--- config.mk ---
export PLATFORM = sky130hd
export DESIGN_NAME = http_chunked_body_decoder_unit
export DESIGN_NICKNAME = d
export VERILOG_FILES = /design/src/sv/chd_pkg.sv /design/src/sv/chd_line_parse.sv /design/src/sv/chd_core.sv /design/src/sv/http_chunked_body_decoder_unit.sv
export SDC_FILE = /design/constraint.sdc
export NUM_CORES = 1
export LEC_CHECK = 0
export BUFFER_PORTS_ARGS = -buffer_cell sky130_fd_sc_hd__clkbuf_2
export CORE_MARGIN = 3
export CORE_UTILIZATION = 61
export CTS_BUF_LIST = sky130_fd_sc_hd__clkbuf_16
export DETAILED_ROUTE_END_ITERATION = 10
export PLACE_DENSITY = 0.86
export SETUP_SLACK_MARGIN = 0.1
export SKIP_CTS_REPAIR_TIMING = 1
export SYNTH_ARGS = -nofsm -noshare
export SYNTH_HDL_FRONTEND = slang
export SYNTH_SLANG_ARGS = --single-unit
--- constraint.sdc ---
create_clock -name aclk -period 3.67 [get_ports aclk]
set_input_delay 0.5505 -clock aclk [delete_from_list [all_inputs] [get_ports aclk]]
set_output_delay 0.5505 -clock aclk [all_outputs]
set_load 0.02 [all_outputs]
--- src/sv/chd_pkg.sv ---
// shared types, constants and helper functions for the chunked body decoder
package chd_pkg;

    localparam int SIZE_WIDTH_DEF = 32;

    localparam logic [1:0] TRAILER_LEN = 2'd2;

    localparam logic [7:0] CH_0  = 8'h30;
    localparam logic [7:0] CH_9  = 8'h39;
    localparam logic [7:0] CH_LA = 8'h61;
    localparam logic [7:0] CH_LF_HEX = 8'h66;
    localparam logic [7:0] CH_UA = 8'h41;
    localparam logic [7:0] CH_UF = 8'h46;
    localparam logic [7:0] CH_LX = 8'h78;
    localparam logic [7:0] CH_UX = 8'h58;
    localparam logic [7:0] CH_SP = 8'h20;
    localparam logic [7:0] CH_TAB = 8'h09;
    localparam logic [7:0] CH_LF = 8'h0a;
    localparam logic [7:0] CH_VT = 8'h0b;
    localparam logic [7:0] CH_FF = 8'h0c;
    localparam logic [7:0] CH_CR = 8'h0d;

    typedef enum logic [1:0] {
        PH_SIZE  = 2'd0,
        PH_DATA  = 2'd1,
        PH_TRAIL = 2'd2,
        PH_DONE  = 2'd3
    } phase_t;

    typedef enum logic [1:0] {
        ST_WS   = 2'd0,
        ST_ZERO = 2'd1,
        ST_DIG  = 2'd2,
        ST_STOP = 2'd3
    } stage_t;

    typedef enum logic [1:0] {
        ES_ZERO  = 2'd0,
        ES_SIZE  = 2'd1,
        ES_DATA  = 2'd2,
        ES_TRAIL = 2'd3
    } end_status_t;

    // result of one word, before the output register
    typedef struct packed {
        logic        valid;
        logic [7:0]  out_byte;
        logic        has_byte;
        logic        done_res;
        end_status_t end_status;
    } res_t;

    // {is hex, value}
    function automatic logic [4:0] hex_digit(input logic [7:0] c);
        logic [4:0] r;
        begin
            r = 5'd0;
            if (c >= CH_0 && c <= CH_9) begin
                r = {1'b1, 4'(c - CH_0)};
            end else if (c >= CH_LA && c <= CH_LF_HEX) begin
                r = {1'b1, 4'(c - CH_LA + 8'd10)};
            end else if (c >= CH_UA && c <= CH_UF) begin
                r = {1'b1, 4'(c - CH_UA + 8'd10)};
            end
            return r;
        end
    endfunction

    function automatic logic is_space(input logic [7:0] c);
        return c == CH_SP || c == CH_TAB || c == CH_LF || c == CH_VT ||
               c == CH_FF || c == CH_CR;
    endfunction

endpackage

--- src/sv/chd_line_parse.sv ---
// size line character parser: digit stage and size accumulation for one character
module chd_line_parse #(
    parameter int SIZE_WIDTH = chd_pkg::SIZE_WIDTH_DEF
) (
    input  chd_pkg::stage_t        stage,
    input  logic [7:0]             c,
    input  logic [SIZE_WIDTH-1:0]  accum,
    output chd_pkg::stage_t        stage_out,
    output logic [SIZE_WIDTH-1:0]  accum_out
);

    logic [4:0]            h;
    logic                  sat;
    logic [SIZE_WIDTH-1:0] added;

    assign h     = chd_pkg::hex_digit(c);
    // saturate once the top nibble is in use
    assign sat   = |accum[SIZE_WIDTH-1:SIZE_WIDTH-4];
    assign added = sat ? {SIZE_WIDTH{1'b1}} : {accum[SIZE_WIDTH-5:0], h[3:0]};

    always_comb begin
        stage_out = stage;
        accum_out = accum;
        unique case (stage)
            chd_pkg::ST_WS: begin
                if (chd_pkg::is_space(c)) begin
                    stage_out = chd_pkg::ST_WS;
                end else if (c == chd_pkg::CH_0) begin
                    stage_out = chd_pkg::ST_ZERO;
                end else if (h[4]) begin
                    accum_out = added;
                    stage_out = chd_pkg::ST_DIG;
                end else begin
                    stage_out = chd_pkg::ST_STOP;
                end
            end
            chd_pkg::ST_ZERO: begin
                if (c == chd_pkg::CH_LX || c == chd_pkg::CH_UX) begin
                    stage_out = chd_pkg::ST_DIG;
                end else if (h[4]) begin
                    accum_out = added;
                    stage_out = chd_pkg::ST_DIG;
                end else begin
                    stage_out = chd_pkg::ST_STOP;
                end
            end
            chd_pkg::ST_DIG: begin
                if (h[4]) begin
                    accum_out = added;
                end else begin
                    stage_out = chd_pkg::ST_STOP;
                end
            end
            chd_pkg::ST_STOP: begin
                stage_out = chd_pkg::ST_STOP;
            end
            default: begin
                stage_out = stage;
            end
        endcase
    end

endmodule

--- src/sv/chd_core.sv ---
// decoder state registers and per-word next-state and result logic
module chd_core #(
    parameter int SIZE_WIDTH = chd_pkg::SIZE_WIDTH_DEF
) (
    input  logic          aclk,
    input  logic          aresetn,
    input  logic          step,
    input  logic [7:0]    in_byte,
    input  logic          is_last,
    output chd_pkg::res_t res
);

    chd_pkg::phase_t       phase_reg, phase_next;
    chd_pkg::stage_t       stage_reg, stage_next;
    logic [SIZE_WIDTH-1:0] accum_reg, accum_next;
    logic [SIZE_WIDTH-1:0] left_reg, left_next;
    logic [SIZE_WIDTH-1:0] left_dec;
    logic                  prev_cr_reg, prev_cr_next;
    logic [1:0]            trail_reg, trail_next;
    logic [1:0]            trail_dec;

    chd_pkg::stage_t       stage_in;
    chd_pkg::stage_t       stage_pc;
    logic [SIZE_WIDTH-1:0] accum_pc;
    logic                  is_cr;
    logic                  line_end;

    assign is_cr    = (in_byte == chd_pkg::CH_CR);
    assign line_end = prev_cr_reg && (in_byte == chd_pkg::CH_LF);
    // a held back lone cr is whitespace before digits and a stop after them
    assign stage_in = (prev_cr_reg && stage_reg != chd_pkg::ST_WS) ?
                      chd_pkg::ST_STOP : stage_reg;
    assign left_dec  = left_reg - {{(SIZE_WIDTH-1){1'b0}}, 1'b1};
    assign trail_dec = trail_reg - 2'd1;

    chd_line_parse #(
        .SIZE_WIDTH (SIZE_WIDTH)
    ) u_parse (
        .stage     (stage_in),
        .c         (in_byte),
        .accum     (accum_reg),
        .stage_out (stage_pc),
        .accum_out (accum_pc)
    );

    // next state
    always_comb begin
        phase_next   = phase_reg;
        stage_next   = stage_reg;
        accum_next   = accum_reg;
        left_next    = left_reg;
        prev_cr_next = prev_cr_reg;
        trail_next   = trail_reg;
        unique case (phase_reg)
            chd_pkg::PH_SIZE: begin
                if (line_end) begin
                    prev_cr_next = 1'b0;
                    phase_next   = (accum_reg == '0) ? chd_pkg::PH_DONE : chd_pkg::PH_DATA;
                    left_next    = accum_reg;
                    accum_next   = '0;
                    stage_next   = chd_pkg::ST_WS;
                end else begin
                    prev_cr_next = is_cr;
                    if (is_cr) begin
                        stage_next = stage_in;
                    end else begin
                        stage_next = stage_pc;
                        accum_next = accum_pc;
                    end
                end
            end
            chd_pkg::PH_DATA: begin
                left_next = left_dec;
                if (left_dec == '0) begin
                    phase_next = chd_pkg::PH_TRAIL;
                    trail_next = chd_pkg::TRAILER_LEN;
                end
            end
            chd_pkg::PH_TRAIL: begin
                trail_next = trail_dec;
                if (trail_dec == 2'd0) begin
                    phase_next = chd_pkg::PH_SIZE;
                end
            end
            chd_pkg::PH_DONE: begin
                phase_next = chd_pkg::PH_DONE;
            end
            default: begin
                phase_next = phase_reg;
            end
        endcase
    end

    // result of the current word
    always_comb begin
        res            = '0;
        res.has_byte   = (phase_reg == chd_pkg::PH_DATA);
        res.done_res   = is_last;
        res.valid      = res.has_byte || is_last;
        res.out_byte   = res.has_byte ? in_byte : 8'd0;
        res.end_status = chd_pkg::ES_ZERO;
        if (is_last) begin
            unique case (phase_next)
                chd_pkg::PH_DONE:  res.end_status = chd_pkg::ES_ZERO;
                chd_pkg::PH_SIZE:  res.end_status = chd_pkg::ES_SIZE;
                chd_pkg::PH_DATA:  res.end_status = chd_pkg::ES_DATA;
                chd_pkg::PH_TRAIL: res.end_status = chd_pkg::ES_TRAIL;
                default:           res.end_status = chd_pkg::ES_ZERO;
            endcase
        end
    end

    always_ff @(posedge aclk) begin
        if (!aresetn) begin
            phase_reg   <= chd_pkg::PH_SIZE;
            stage_reg   <= chd_pkg::ST_WS;
            accum_reg   <= '0;
            left_reg    <= '0;
            prev_cr_reg <= 1'b0;
            trail_reg   <= 2'd0;
        end else if (step) begin
            if (is_last) begin
                // body finished: back to the reset state for the next body
                phase_reg   <= chd_pkg::PH_SIZE;
                stage_reg   <= chd_pkg::ST_WS;
                accum_reg   <= '0;
                left_reg    <= '0;
                prev_cr_reg <= 1'b0;
                trail_reg   <= 2'd0;
            end else begin
                phase_reg   <= phase_next;
                stage_reg   <= stage_next;
                accum_reg   <= accum_next;
                left_reg    <= left_next;
                prev_cr_reg <= prev_cr_next;
                trail_reg   <= trail_next;
            end
        end
    end

endmodule

--- src/sv/http_chunked_body_decoder_unit.sv ---
// top level of the http chunked transfer body decoder
//
// usage
//   input channel s_*: one word per encoded body byte (s_in_byte), with
//   s_is_last marking the final byte of the body
//   output channel m_*: a word for every payload byte (m_has_byte = 1) and
//   one for the final input byte (m_done_res = 1, m_end_status says where
//   the body stopped); other input bytes give no output word
// datapath and throughput
//   an accepted word sits in the input register, is decoded by the core
//   and lands in the output register when the input register advances,
//   so its result is shown from the output register
//   one byte per cycle while the output is not stalled: the size shift-add
//   and the count decrements each finish between the input and output registers
// reset
//   aresetn is synchronous, active low; it clears both valid flags and the
//   decoder state (size line phase, empty accumulator)
// stalls
//   while m_ready is low the output word holds; the input register still
//   takes a byte and drains bytes that give no result, and s_ready drops
//   only when a waiting byte has a result with nowhere to go
module http_chunked_body_decoder_unit #(
    parameter int SIZE_WIDTH = chd_pkg::SIZE_WIDTH_DEF
) (
    input  logic       aclk,
    input  logic       aresetn,
    input  logic       s_valid,
    output logic       s_ready,
    input  logic [7:0] s_in_byte,
    input  logic       s_is_last,
    output logic       m_valid,
    input  logic       m_ready,
    output logic [7:0] m_out_byte,
    output logic       m_has_byte,
    output logic       m_done_res,
    output logic [1:0] m_end_status
);

    // input register
    logic       in_vld_reg, in_vld_next;
    logic [7:0] in_byte_reg;
    logic       in_last_reg;

    // output register
    logic        out_vld_reg, out_vld_next;
    chd_pkg::res_t out_reg;

    chd_pkg::res_t res;
    logic          out_free;
    logic          in_adv;
    logic          s_take;

    // core sees the registered word and updates its state when it advances
    chd_core #(
        .SIZE_WIDTH (SIZE_WIDTH)
    ) u_core (
        .aclk    (aclk),
        .aresetn (aresetn),
        .step    (in_adv),
        .in_byte (in_byte_reg),
        .is_last (in_last_reg),
        .res     (res)
    );

    // output slot is free if empty or being taken this cycle
    assign out_free = !out_vld_reg || m_ready;
    // a word with no result never waits for the output side
    assign in_adv   = in_vld_reg && (!res.valid || out_free);
    assign s_ready  = !in_vld_reg || in_adv;
    assign s_take   = s_valid && s_ready;

    always_comb begin
        in_vld_next = in_vld_reg;
        if (s_take) begin
            in_vld_next = 1'b1;
        end else if (in_adv) begin
            in_vld_next = 1'b0;
        end
    end

    always_comb begin
        out_vld_next = out_vld_reg;
        if (in_adv && res.valid) begin
            out_vld_next = 1'b1;
        end else if (m_ready) begin
            out_vld_next = 1'b0;
        end
    end

    always_ff @(posedge aclk) begin
        if (!aresetn) begin
            in_vld_reg  <= 1'b0;
            out_vld_reg <= 1'b0;
        end else begin
            in_vld_reg  <= in_vld_next;
            out_vld_reg <= out_vld_next;
        end
    end

    // payload registers
    always_ff @(posedge aclk) begin
        if (s_take) begin
            in_byte_reg <= s_in_byte;
            in_last_reg <= s_is_last;
        end
        if (in_adv && res.valid) begin
            out_reg <= res;
        end
    end

    assign m_valid      = out_vld_reg;
    assign m_out_byte   = out_reg.out_byte;
    assign m_has_byte   = out_reg.has_byte;
    assign m_done_res   = out_reg.done_res;
    assign m_end_status = out_reg.end_status;

endmodule

After elaboration in Yosys (flattened, before gate mapping)
Cells that the tools add are included.
{"block": "word_totals", "ff_bits": 94, "in_bits": 13, "out_inout_bits": 14, "elab_cells": 134}
{"block": "op_classes", "addsub": 7, "n_lt_le_gt_ge": 6, "eq_ne": 24, "muxes": 44, "n_reduce_logical": 39}
{"op": "2-to-1 mux 32 bit", "count": 11}
{"op": "case mux 32 bit (3 select lines)", "count": 1}
{"op": "zero test 32 bit", "count": 2}
{"op": "case mux 32 bit (2 select lines)", "count": 1}
{"op": "equality test 8 x 4 -> 1 bit (second input constant)", "count": 5}
{"op": "2-to-1 mux 2 bit", "count": 16}
{"op": "subtractor 32 x 1 -> 32 bit (second input constant)", "count": 1}
{"op": "case mux 2 bit (4 select lines)", "count": 3}
{"op": "equality test 8 x 6 -> 1 bit (second input constant)", "count": 2}
{"op": "equality test 8 x 7 -> 1 bit (second input constant)", "count": 2}
{"op": ">= comparator 8 x 7 -> 1 bit (second input constant)", "count": 2}
{"op": "less-or-equal comparator 8 x 7 -> 1 bit (second input constant)", "count": 2}
{"op": "2-to-1 mux 5 bit", "count": 3}
{"op": "equality test 2 bit (second input constant)", "count": 6}
{"op": "inequality test 4 x 3 -> 1 bit (second input constant)", "count": 3}
{"op": "subtractor 4 x 1 -> 4 bit (second input constant)", "count": 3}
{"op": "logical OR 1 bit", "count": 10}
{"op": "adder 4 bit (second input constant)", "count": 2}
{"op": ">= comparator 8 x 6 -> 1 bit (second input constant)", "count": 1}
{"op": "less-or-equal comparator 8 x 6 -> 1 bit (second input constant)", "count": 1}
{"op": "logical AND 1 bit", "count": 8}
{"op": "zero test 2 bit", "count": 4}
{"op": "2-to-1 mux 1 bit", "count": 8}
{"op": "nonzero test 2 bit", "count": 4}
{"op": "other kinds (12)", "count": 19}

Logic depth before layout (Yosys ltp)
{"block": "depth", "ltp_word": 14, "mapped_depth": 10, "mapped_depth_nobuf": 8}

By module
Synthesis repeated with hierarchy kept, for this count alone.
{"block": "unflattened", "cells_unflattened": 639, "hier_area_um2": 5596.6}
{"module": "chd_core", "instances": 1, "cells_each": 503, "area_each_um2": 4035.1, "seq_area_each_um2": 1421.4}
{"module": "chd_line_parse", "instances": 1, "cells_each": 103, "area_each_um2": 813.3, "seq_area_each_um2": 0.0}
{"module": "http_chunked_body_decoder_unit", "instances": 1, "cells_each": 33, "area_each_um2": 748.2, "seq_area_each_um2": 670.6}

Least setup slack after synthesis
Ideal clock, no wire load.
{"block": "synth_timing", "path_type": "flip-flop to flip-flop", "startpoint": "register u_core.left_reg[0]", "endpoint": "register u_core.phase_reg[0]", "setup_ns": 0.125, "t_arrival_ns": 2.649, "t_required_ns": 3.545, "slack_ns": 0.895, "stages_incl_launch_ff": 10, "path_buffers": 1, "synth_period_minus_slack_ns": 2.775, "cell_sequence": "dfxtp_1 > inv_1 > ha_1 > or3b_2 > clkbuf_1 > nor4_1 > xnor2_1 > nand4_1 > or4_4 > o41a_1"}
{"block": "synth_via", "elab_chain_len": 5}
{"item": "from (decl)", "line": "chd_core.sv:16", "rtl": "logic [SIZE_WIDTH-1:0] left_reg, left_next;"}
{"item": "from (signal assigned)", "line": "chd_core.sv:134", "rtl": "left_reg <= left_next;"}
{"item": "subtractor 32 x 1 -> 32 bit", "line": "chd_core.sv:33", "rtl": "assign left_dec = left_reg - {{(SIZE_WIDTH-1){1'b0}}, 1'b1};"}
{"item": "zero test 32 bit", "line": "chd_core.sv:74", "rtl": "if (left_dec == '0) begin"}
{"item": "2-to-1 mux 2 bit", "line": "chd_core.sv:74"}
{"item": "case mux 2 bit (4 select lines)", "line": "chd_core.sv:54", "rtl": "unique case (phase_reg)"}
{"item": "2-to-1 mux 2 bit", "line": "chd_core.sv:122", "rtl": "if (is_last) begin"}
{"item": "to (signal assigned)", "line": "chd_core.sv:115", "rtl": "phase_reg <= chd_pkg::PH_SIZE;"}
{"item": "to (signal assigned)", "line": "chd_core.sv:124", "rtl": "phase_reg <= chd_pkg::PH_SIZE;"}
{"item": "to (signal assigned)", "line": "chd_core.sv:131", "rtl": "phase_reg <= phase_next;"}
{"item": "to (decl)", "line": "chd_core.sv:13", "rtl": "chd_pkg::phase_t phase_reg, phase_next;"}
Every way passes these cells.
A chain may end at the register's enable or synchronous reset.

Final worst setup path
{"block": "layout_timing", "startpoint": "register u_core.left_reg[0]", "endpoint": "register out_reg (netlist bit m_end_status[0]), data pin"}
{"block": "layout_via", "elab_chain_len": 6, "word_cells_on_any_way": 9, "cone_classes": "1 x add/sub; 3 x eq/ne; 3 x mux; 2 x reduce/logical"}
{"item": "subtractor 32 x 1 -> 32 bit *", "line": "chd_core.sv:33"}
{"item": "zero test 32 bit *", "line": "chd_core.sv:74"}
{"item": "2-to-1 mux 2 bit *", "line": "chd_core.sv:74"}
{"item": "case mux 2 bit (4 select lines) *", "line": "chd_core.sv:54"}
{"item": "equality test 2 bit (tied with other cells)", "line": "chd_core.sv:103", "rtl": "unique case (phase_next)"}
{"item": "case mux 2 bit (4 select lines) *", "line": "chd_core.sv:103"}
{"item": "to (signal assigned)", "line": "http_chunked_body_decoder_unit.sv:107", "rtl": "out_reg <= res;"}
{"item": "to (decl)", "line": "http_chunked_body_decoder_unit.sv:46", "rtl": "chd_pkg::res_t out_reg;"}
Mark *: on every way between the ends. The rest lies on a longest branch, timed or not.

==> impl_metrics.env <==
export IMPL_p_sw_share_pct=24.0
export IMPL_die_area_um2=9690
export IMPL_crit_arrival_ps=3080
export IMPL_rsz0062_at_grt="no"
export IMPL_finish_utilization_pct=68.9
export IMPL_cts_sinks=94
export IMPL_p_seq_share_pct=52.4
export IMPL_start_util_pct=63.1
export IMPL_ir_worst_vdd_uv=233
export IMPL_setup_tns_ps=0
export IMPL_clkLatencyLatePin_ps=340
export IMPL_path_max_fanout=7
export IMPL_rrSetupSlack_ps=730
export IMPL_drt_initial_drc_count=657
export IMPL_drive_above_1_share_pct=12.4
export IMPL_p_int_mw=1.57
export IMPL_ys_ff_latch=94
export IMPL_power_mw=2.06
export IMPL_cts_htree_levels=3
export IMPL_hp_class="input pin to register"
export IMPL_syn_num_nets=645
export IMPL_synth_cell_types=72
export IMPL_grt_max_degree=43
export IMPL_setup_viol=0
export IMPL_hold_violations=0
export IMPL_multi_input_area_um2=2900
export IMPL_clkPwrFrac_pct=43.0
export IMPL_ff2ff_path_depth=8
export IMPL_slew_headroom_pct=44.8
export IMPL_async_reset_ff_share_pct=0
export IMPL_first_pass_iters=6
export IMPL_row_count=33
export IMPL_worst_pin_slew_ps=826
export IMPL_report_final_slew_viol_count=0
export IMPL_synth_warnings=0
export IMPL_synth_edf_count=21
export IMPL_viasPerCell=6.72
export IMPL_fin_skew_ps=6.18
export IMPL_dieWidth_um=98.4
export IMPL_whs_path_depth=1
export IMPL_seqCellArea_um2=2090
export IMPL_cts_path_max_buffers=2
export IMPL_gp_congestion=0.971
export IMPL_io_buffers=26
export IMPL_grt_pass1_wl_um=23100
export IMPL_root_buffer="clkbuf_16"
export IMPL_critical_path_class="register to register"
export IMPL_drc=0
export IMPL_cp_data_required_time_ps=3810
export IMPL_p_leak_nw=2.08
export IMPL_fmax_mhz=340
export IMPL_min_period_ps=2940
export IMPL_fillers=663
export IMPL_max_cap_viol_count=0
export IMPL_timing_hold_ws_ps=385
export IMPL_status="complete, no violations"
export IMPL_antenna_left=0
export IMPL_routed_wirelength_um=13800
export IMPL_final_nets=653
export IMPL_post_dp_hpwl_um=9710
export IMPL_fin_crit_sh_pct=80.2
export IMPL_cts_tree="done"
export IMPL_cts_clk_slew_worst_paths_ps=70
export IMPL_via_count=4983
export IMPL_wl_per_cell_um=18.6
export IMPL_syn_area_per_cell_um2=8.35
export IMPL_synth_area_um2=5210
export IMPL_diodes=0
export IMPL_die_y_um=98.4
export IMPL_area_growth_pct=9.27
export IMPL_antenna_found_initial=0
export IMPL_worst_setup_path_start_kind="register"
export IMPL_power_switching_uw=495
export IMPL_cts_buffers=9
export IMPL_dominantRegCellSynth="dfxtp_1"
export IMPL_synth_sequential_area_ratio_pct=40.2
export IMPL_io_pins=27
export IMPL_end_kind="register"
export IMPL_p_per_area_nw_per_um2=362
export IMPL_grt_usage_pct=28.9
export IMPL_grt_overflow=0
export IMPL_synthCells=624
export IMPL_grt_pass1_vias=4558
export IMPL_core_um2=8260
export IMPL_combPwrFrac_pct=4.6
[cell usage after synthesis, types with 3 or more instances]
master / count / share of area, %
and2_1: 8 / 0.96
or3_1: 9 / 1.1
a21oi_1: 45 / 4.3
or4_1: 10 / 1.4
edfxtp_1: 21 / 12
and3_1: 4 / 0.48
a2111o_1: 6 / 1.3
o21ai_0: 38 / 3.7
inv_1: 14 / 1.0
dfxtp_1: 73 / 28
clkbuf_1: 36 / 2.6
nand3_1: 11 / 1.1
xor2_1: 4 / 0.67
o31ai_1: 6 / 0.86
nor4_1: 15 / 1.8
nor2b_1: 7 / 0.84
nand4_1: 12 / 1.4
nand2b_1: 7 / 0.84
ha_1: 8 / 1.9
o211ai_1: 8 / 1.2
nor3_1: 14 / 1.3
a221oi_1: 3 / 0.50
nor2_1: 92 / 6.6
nand2_1: 54 / 3.9
a22o_1: 3 / 0.50
o41ai_1: 6 / 1.0
o2bb2ai_1: 33 / 5.5
xnor2_1: 5 / 0.84
a211oi_1: 6 / 0.86
o21a_1: 5 / 0.72
buf_2: 6 / 0.58
[logic make-up (layout without fill, tap and decap cells)]
family / count (synthesis) / in the layout / share of synthesized area, %
DFF: 94 / 94 / 40.2
AOI/OAI and AO/OA: 186 / 186 / 25.0
buffers and inverters: 58 / 71 / 4.49
muxes: 2 / 2 / 0.408
and+or+nand+nor: 267 / 267 / 26.5
xor gates and xnor gates: 9 / 9 / 1.51
adders and majority gates: 8 / 8 / 1.92
[final timing paths]
| check | from | endpoint |
|---|---|---|
| worst max-delay path | u_core.left_reg[0] | m_end_status[0] |
| worst min-delay path | s_in_byte[6] | in_byte_reg[6] |
| worst max register to register | u_core.left_reg[0] | m_end_status[0] |
| worst min register to register | u_core.left_reg[23] | u_core.left_reg[23] |
[per-layer routing]
metal / vias to the layer above / track usage [%] / part of all wire (%)
li1: 2351 / - / -
met1: 2318 / 41.9 / 43
met2: 281 / 44.5 / 45
met5: - / 0 / 0
met3: 33 / 4.95 / 9.6
met4: 0 / 8.72 / 2.0
[layout by cell type, fill, tap and decap left out, types with 3 or more instances in the layout]
cell type	instances
clkbuf_2	26
dfxtp_1	73
inv_1	14
a21oi_1	45
o21a_1	5
a211oi_1	6
and3_1	4
nand2b_1	7
o2bb2ai_1	33
o31ai_1	6
a2111o_1	6
xnor2_1	5
xor2_1	4
clkbuf_16	9
nor4_1	15
ha_1	8
inv_6	3
a221oi_1	3
nand4_1	12
nor2b_1	7
nand3_1	11
or3_1	9
nor3_1	14
o41ai_1	6
o211ai_1	8
buf_4	15
or4_1	10
a22o_1	3
o21ai_0	37
nand2_1	54
nor2_1	92
and2_1	8
edfxtp_1	21
[final cells by class]
class,instances,area share (%)
inverter,14,0.923
multi-input combinational,472,50.9
clock buffer,9,3.96
tap,105,2.31
sequential,94,36.7
timing repair buffer,41,4.26
clock inverter,7,0.945
[power groups by stage]
stage	Clock, mW	Combinational (mW)	Sequential, mW
after detailed placement	0	0.0924	1.10
after global routing	0.938	0.104	1.08
final	0.887	0.0939	1.08
after global placement	0	0.0900	1.10
after CTS	0.896	0.0927	1.08
after floorplan	0	0.0609	1.10
[through the flow]
stage               worst slack, ps  std cells  area, um2
finish                          727        742       5690
global route                    530        742       5690
CTS                             726        742       5690
detailed placement              745        726       5410
global placement                820        726       5410
floorplan                       895        624       5210
[worst max-delay path, cell delays in order, from the launching register on]
cell	delay, ps
dfxtp_1	360
inv_1	100
ha_1	220
or3b_2	560
nor4_1	360
xnor2_1	170
nand4_1	110
or4_4	600
o41ai_1	270
Power figures use the tool's default switching activity.
